<file path="config.mk">
export PLATFORM = sky130hd
export DESIGN_NAME = next_prime_finder
export DESIGN_NICKNAME = d
export VERILOG_FILES = /design/src/hw/rtl/npf_pkg.sv /design/src/hw/rtl/npf_div.sv /design/src/hw/rtl/next_prime_finder.sv
export SDC_FILE = /design/constraint.sdc
export NUM_CORES = 1
export LEC_CHECK = 0
export ABC_AREA = 1
export BUFFER_PORTS_ARGS = -buffer_cell sky130_fd_sc_hd__buf_2
export CAP_MARGIN = 20
export CORE_UTILIZATION = 39
export CTS_BUF_LIST = sky130_fd_sc_hd__clkbuf_8 sky130_fd_sc_hd__clkbuf_16
export DETAILED_ROUTE_END_ITERATION = 8
export GPL_TIMING_DRIVEN = 0
export HOLD_SLACK_MARGIN = 0.12
export PLACE_DENSITY = 0.63
export RECOVER_POWER = 50
export SYNTH_ARGS = -nofsm -noshare
export SYNTH_HDL_FRONTEND = slang
export SYNTH_SLANG_ARGS = --single-unit
</file>
<file path="constraint.sdc">
create_clock -name i_clk -period 8.1 [get_ports i_clk]
set_clock_uncertainty 0.15 [all_clocks]
set_input_delay 0.405 -clock i_clk [delete_from_list [all_inputs] [get_ports i_clk]]
set_output_delay 0.405 -clock i_clk [all_outputs]
set_load 0.05 [all_outputs]
</file>
<file path="src/hw/rtl/npf_pkg.sv">
// Shared types for the next_prime_finder block.
// No dependencies.
`default_nettype none

package npf_pkg;

    // Status from the remainder unit back to the sequencer.
    typedef struct packed {
        logic done;      // one-cycle pulse: remainder is ready
        logic rem_zero;  // remainder is zero, valid with done
    } t_div_stat;

endpackage

`default_nettype wire

</file>
<file path="src/hw/rtl/npf_div.sv">
// Shared remainder unit: restoring division, one quotient bit per cycle.
// Depends on npf_pkg (t_div_stat).
`default_nettype none

module npf_div #(
    parameter int DIV_WIDTH = 25
) (
    input  wire logic                    i_clk,
    input  wire logic                    i_rst_n,
    input  wire logic                    i_start,
    input  wire logic [DIV_WIDTH-1:0]    i_dividend,
    input  wire logic [DIV_WIDTH-1:0]    i_divisor,
    output npf_pkg::t_div_stat           o_stat
);

    localparam int CW = $clog2(DIV_WIDTH + 1);

    logic                 r_busy;
    logic                 r_done;
    logic [CW-1:0]        r_cnt;
    logic [DIV_WIDTH-1:0] r_rem;
    logic [DIV_WIDTH-1:0] r_quo;

    logic [DIV_WIDTH:0]   trial;
    logic [DIV_WIDTH:0]   divisor_ext;
    logic [DIV_WIDTH-1:0] rem_step;

    // Shift in the next dividend bit; subtract when the divisor fits.
    always_comb begin
        trial       = {r_rem, r_quo[DIV_WIDTH-1]};
        divisor_ext = {1'b0, i_divisor};
        if (trial >= divisor_ext) begin
            rem_step = DIV_WIDTH'(trial - divisor_ext);
        end else begin
            rem_step = trial[DIV_WIDTH-1:0];
        end
    end

    always_ff @(posedge i_clk) begin
        if (!i_rst_n) begin
            r_busy <= 1'b0;
            r_done <= 1'b0;
            r_cnt  <= '0;
        end else begin
            r_done <= 1'b0;
            if (i_start) begin
                r_busy <= 1'b1;
                r_cnt  <= CW'(DIV_WIDTH);
                r_rem  <= '0;
                r_quo  <= i_dividend;
            end else if (r_busy) begin
                r_rem <= rem_step;
                r_quo <= {r_quo[DIV_WIDTH-2:0], 1'b0};
                r_cnt <= r_cnt - CW'(1);
                if (r_cnt == CW'(1)) begin
                    r_busy <= 1'b0;
                    r_done <= 1'b1;
                end
            end
        end
    end

    assign o_stat.done     = r_done;
    assign o_stat.rem_zero = (r_rem == '0);

endmodule

`default_nettype wire

</file>
<file path="src/hw/rtl/next_prime_finder.sv">
// Values 0, 1 and 2 go from accept straight to the output step. Otherwise the word is
// taken, and each odd divisor tried costs a square-bound compare in S_TEST, then the
// remainder steps in the shared unit and its status in S_DIV, summed over every candidate;
// a closing compare and an output step follow. The time is data dependent. Throughput:
// one word at a time; a new word is taken once the result reaches the output register.
// Sync active-low reset: idle.
`default_nettype none

module next_prime_finder #(
    parameter int VALUE_WIDTH = 24
) (
    input  wire logic                   i_clk,
    input  wire logic                   i_rst_n,
    // input word
    input  wire logic                   i_valid,
    output logic                        o_ready,
    input  wire logic [VALUE_WIDTH-1:0] i_value,
    // result word
    output logic                        o_valid,
    input  wire logic                   i_ready,
    output logic [VALUE_WIDTH:0]        o_next_prime
);

    // Candidates and divisors live at result width; the running square needs
    // one bit more since it may step just past the candidate.
    localparam int W = VALUE_WIDTH + 1;

    localparam logic [W-1:0] PRIME_TWO   = W'(2);
    localparam logic [W-1:0] PRIME_THREE = W'(3);
    localparam logic [W-1:0] FIRST_DIV   = W'(3);
    localparam logic [W:0]   FIRST_SQ    = (W + 1)'(9);

    typedef enum logic [1:0] {
        S_IDLE,   // wait for an input word
        S_TEST,   // compare divisor squared against the candidate
        S_DIV,    // wait for the remainder unit
        S_DONE    // hand the prime to the output register
    } t_state;

    t_state                r_state;
    logic [W-1:0]          r_cand;       // current odd candidate (or final small prime)
    logic [W-1:0]          r_div;        // current odd divisor
    logic [W:0]            r_sq;         // r_div squared, kept by increments
    logic                  r_out_valid;
    logic [W-1:0]          r_out_prime;

    npf_pkg::t_div_stat    div_stat;
    logic                  div_start;
    logic                  bound_passed;
    logic [W-1:0]          n_start_cand;
    logic [W:0]            n_sq;

    // First odd candidate strictly above the value: v|1 if v is even, v+2 if odd.
    assign n_start_cand = {1'b0, i_value | VALUE_WIDTH'(1)}
                        + (i_value[0] ? PRIME_TWO : W'(0));

    // Divisor squared exceeds the candidate: no factor left to find.
    assign bound_passed = (r_sq > {1'b0, r_cand});

    // (d+2)^2 = d^2 + 4d + 4
    assign n_sq = r_sq + (W + 1)'({r_div, 2'b00}) + (W + 1)'(4);

    assign div_start = (r_state == S_TEST) && !bound_passed;

    npf_div #(
        .DIV_WIDTH (W)
    ) u_div (
        .i_clk      (i_clk),
        .i_rst_n    (i_rst_n),
        .i_start    (div_start),
        .i_dividend (r_cand),
        .i_divisor  (r_div),
        .o_stat     (div_stat)
    );

    always_ff @(posedge i_clk) begin
        if (!i_rst_n) begin
            r_state     <= S_IDLE;
            r_out_valid <= 1'b0;
        end else begin
            // Drop the result word once the consumer takes it.
            if (i_ready) begin
                r_out_valid <= 1'b0;
            end

            unique case (r_state)
                S_IDLE: begin
                    if (i_valid) begin
                        r_div <= FIRST_DIV;
                        r_sq  <= FIRST_SQ;
                        if (i_value[VALUE_WIDTH-1:1] == '0) begin
                            // values 0 and 1
                            r_cand  <= PRIME_TWO;
                            r_state <= S_DONE;
                        end else if (i_value == VALUE_WIDTH'(2)) begin
                            r_cand  <= PRIME_THREE;
                            r_state <= S_DONE;
                        end else begin
                            r_cand  <= n_start_cand;
                            r_state <= S_TEST;
                        end
                    end
                end

                S_TEST: begin
                    // Either the candidate is proven prime, or a division starts.
                    if (bound_passed) begin
                        r_state <= S_DONE;
                    end else begin
                        r_state <= S_DIV;
                    end
                end

                S_DIV: begin
                    if (div_stat.done) begin
                        if (div_stat.rem_zero) begin
                            // Composite: advance to the next odd candidate.
                            r_cand <= r_cand + PRIME_TWO;
                            r_div  <= FIRST_DIV;
                            r_sq   <= FIRST_SQ;
                        end else begin
                            // Not a factor: advance to the next odd divisor.
                            r_div <= r_div + PRIME_TWO;
                            r_sq  <= n_sq;
                        end
                        r_state <= S_TEST;
                    end
                end

                S_DONE: begin
                    // Hold until the output register is free or being emptied.
                    if (!r_out_valid || i_ready) begin
                        r_out_valid <= 1'b1;
                        r_out_prime <= r_cand;
                        r_state     <= S_IDLE;
                    end
                end

                default: begin
                    r_state <= S_IDLE;
                end
            endcase
        end
    end

    assign o_ready      = (r_state == S_IDLE);
    assign o_valid      = r_out_valid;
    assign o_next_prime = r_out_prime;

endmodule

`default_nettype wire

</file>
==> flow_metrics.tcl <==
set metrics [dict create \
    outcome "finished, violations left" \
    violations "capacitance limit, slew limit" \
    syn_std_cell_area_mm2 0.01245 \
    grt_remaining_overflow 0 \
    area_growth_syn_to_layout_pct 11.32 \
    num_rows 65 \
    core-area_mm2 0.03147 \
    synth-warning-count 0 \
    path_delay_family "simple AND/OR/NAND/NOR gates" \
    buffers_on_ports 53 \
    report.final.hold_viol_count 0 \
    share_of_layout_cells_above_drive_strength_1_pct 4.887 \
    cts_tree "yes" \
    dr_total_vias 11380 \
    synth_xor_xnor_area_share_pct 2.393 \
    synth_seq_cells 159 \
    post_cts.resized_instances 0 \
    maxCapViolations 2 \
    layout_min_cycle_time_ns 4.291 \
    number_of_antenna_violations_at_the_first_check_in_global_routing 0 \
    dr.first_iter.drc_count 974 \
    num_antenna_cells 0 \
    worst_hold_path_type "in -> reg" \
    synth-simple-area-share_pct 33.39 \
    timing_max_transition_violations_final 40 \
    cpMostUsedCell "sky130_fd_sc_hd__nor2_1" \
    floorplan.io_pins 55 \
    drc_errors 0 \
    maximum_number_of_pins_on_one_net_before_global_route_repair 27 \
    timing_worst_slew_pin_value_ns 2.302 \
    hp-start "i_ready" \
    finalSetupTns_ns 0 \
    vias_per_cell 5.121 \
    track_usage_pct 22.19 \
    min_delay_path_depth 4 \
    initial_core_util_pct 39.54 \
    drt_pass1_iterations 7 \
    clock_insertion_delay_worst_skew_ns 0.44 \
    grt_pass1_vias 10720 \
    synth_enable_flop_cells 149 \
    setup.worst_path.class "in -> reg" \
    floorplan.die_area_mm2 0.03263 \
    timing.reg2reg.setup_slack_ns 3.96 \
    cts_inserted_buffers 17 \
    rr_startpoint "r_state[0]$_SDFFE_PN0P_" \
    synth_async_sr_flop_share_pct 0 \
    grt_setup_unrepaired "no" \
    root_buffer "sky130_fd_sc_hd__clkbuf_16" \
    netlist_instances 1731 \
    p_leak_nw 6.605 \
    crit_chain "dlygate4sd3_1 > clkbuf_1 > clkinv_1 > nor2_1 > o21ai_0 > nor2_1 > o21a_1 > buf_16" \
    synth_seq_area_share_pct 37.56 \
    clock_tree.buffer_depth 2 \
    worst_path_largest_cell_delay_ns 1.70 \
    synth_compound_area_share_pct 6.394 \
    placed_cells_incl_taps 2189 \
    signal_arrival_time_at_the_worst_endpoint_ns 4.28 \
    whs_endpoint "o_valid$_SDFF_PN0_" \
    gp_congestion 0.9672 \
    routedWlPerCell_um 15.91 \
    mostFrequentLayoutCell "sky130_fd_sc_hd__nand2_1" \
    critPathRequiredTime_ns 8.09 \
    critical_path.n_buffers_inverters 4 \
    cts_sinks 159 \
    synth_top_family_by_area "simple AND/OR/NAND/NOR gates" \
    dp_hpwl_mm 28.41 \
    worst_slew_margin_rel_pct -54.01 \
    vdd_ir_drop_max_uv 147.9 \
    clkTransAtPathRegs_ns 0.07 \
    synth_top_flop_cell "sky130_fd_sc_hd__edfxtp_1" \
    most-common-layout-cells "sky130_fd_sc_hd__nand2_1, sky130_fd_sc_hd__inv_1, sky130_fd_sc_hd__nor2_1" \
    finalSetupViolations 0 \
    routed_wirelength_mm 35.38 \
    reg2reg_to "r_cand[20]$_DFFE_PP_" \
    cts_h_tree_depth 4 \
    synth.lib_cells_used.distinct 43 \
    worst_setup_path_end_kind "register" \
    worstPathMaxFanout 26 \
    floorplan.die.height_um 180.6 \
    power_per_cell_area_mw_per_mm2 249.0 \
    worstSetupStartpointType "primary input" \
    maxClockFrequency_mhz 233.1 \
    muxShareOfSynthArea_pct 0 \
    worst_r2r_path_depth 7 \
    fillers 3247 \
    design.final.nets 1938 \
    synth_adder_area_share_pct 10.37 \
    slowest_stage "sky130_fd_sc_hd__nor2_1" \
    synthesis.nets 1861 \
    finish.cell_count_without_fillers 2223 \
    synth_area_per_cell_um2 7.190 \
    die-width_um 180.6 \
    drt.antenna.violating_nets 0 \
    grt_first_pass_wirelength_mm 56.78 \
    layout_worst_path_cycle_share_pct 52.97 \
]
## cell type report
| class | instances | area [um2] | area share [%] |
|---|---|---|---|
| Multi-Input combinational cell | 1253 | 6523 | 47.08 |
| Sequential cell | 159 | 4674 | 33.74 |
| Inverter | 292 | 1099 | 7.929 |
| Tap cell | 402 | 503.0 | 3.630 |
| Clock buffer | 17 | 425.4 | 3.071 |
| Timing Repair Buffer | 58 | 310.3 | 2.240 |
| Clock inverter | 15 | 195.2 | 1.409 |
| Buffer | 27 | 125.1 | 0.9031 |
## worst reg2reg max path, delay by kind of cell, from the launching register on
kind / cells / cell delay (ns)
AND/OR/NAND/NOR: 2 / 1.82
buffers and inverters: 3 / 0.80
AO/OA/AOI/OAI: 2 / 0.62
flip-flops: 1 / 0.44
## layer usage
layer	routed length (um)	global-route usage, %	vias up
met5	0	0	-
met4	847	6.974	0
met3	1938	2.951	47
met2	15910	36.11	327
met1	16680	30.45	5206
li1	-	-	5804
## worst max path at each step
stage	to	cells after the start	start	slack (ns)
2_1_floorplan	u_div.r_quo[0]$_SDFFCE_PN0P_	10	r_cand[9]$_DFFE_PP_	2.43
3_3_place_gp	u_div.r_rem[14]$_SDFFCE_PP0P_	11	r_cand[19]$_DFFE_PP_	0.01
3_5_place_dp	r_cand[19]$_DFFE_PP_	6	r_state[0]$_SDFFE_PN0P_	4.43
4_1_cts	r_cand[23]$_DFFE_PP_	6	r_state[0]$_SDFFE_PN0P_	4.35
5_1_grt	r_cand[12]$_DFFE_PP_	8	i_rst_n	3.47
6_report	r_cand[20]$_DFFE_PP_	8	i_rst_n	3.81
## logic make-up (layout without fill, tap and decap cells)
family                   Yosys count  after routing
adder cells (fa/ha/maj)          102            102
XOR/XNOR                          34             34
AND/OR/NAND/NOR                  969            969
buffers and inverters            319            409
flip-flops                       159            159
AO/OA/AOI/OAI                    148            148
## flip-flops by register name (all words and copies together) (netlist names)
| signal | cells |
|---|---|
| u_div.r_busy | 1 |
| r_cand | 25 |
| u_div.r_quo | 25 |
| u_div.r_rem | 25 |
| r_sq | 24 |
| u_div.r_cnt | 5 |
| r_div | 25 |
| o_next_prime | 25 |
| u_div.r_done | 1 |
| r_state | 2 |
| o_valid | 1 |
## power breakdown
group / switching (mW) / internal [mW] / total (mW) / leakage [nW]
registers: 0.119 / 1.08 / 1.20 / 1.46
clock network: 0.373 / 0.496 / 0.869 / 0.303
logic: 0.931 / 0.448 / 1.38 / 4.84
total: 1.42 / 2.03 / 3.45 / 6.60
## stage by stage
stage / util, % / hold WS, ns / setup WS, ns / instance area (um2) / power, mW
3_3_place_gp: 41.98 / 0.2842 / 0.01099 / 13210 / 2.556
4_1_cts: 44.23 / 0.1214 / 4.355 / 13920 / 3.448
2_1_floorplan: - / 0.2764 / 2.431 / 12450 / 2.184
5_1_grt: 44.02 / 0.1368 / 3.472 / 13850 / 3.699
6_report: 44.02 / 0.1309 / 3.809 / 13850 / 3.449
3_5_place_dp: 42.22 / 0.2941 / 4.431 / 13290 / 2.578
## repair_timing
item                                   4_1_cts  5_1_grt
hold buffers                                 1        0
endpoints found under the hold margin        1        0
buffers inserted                             0        0
## Yosys cell counts, drive strengths merged (2+ instances only)
master,number,area (um2)
a211oi,2,15.01
a21o,4,30.03
a21oi,69,349.1
a31oi,2,12.51
and2,6,37.54
buf,18,98.85
clkbuf,9,33.78
dfxtp,10,200.2
edfxtp,149,4474
fa,2,40.04
ha,100,1251
inv,291,1095
nand2,530,1997
nand3,116,595.6
nand3b,11,82.58
nand4,61,381.6
nor2,191,726.9
nor3,36,216.5
nor3b,4,30.03
nor4,10,62.56
o211ai,2,15.01
o21a,2,15.01
o21ai,57,285.3
o21bai,5,37.54
o31ai,3,22.52
or2,3,18.77
xnor2,7,61.31
xor2,27,236.5
(Power assumes the default switching activity.)
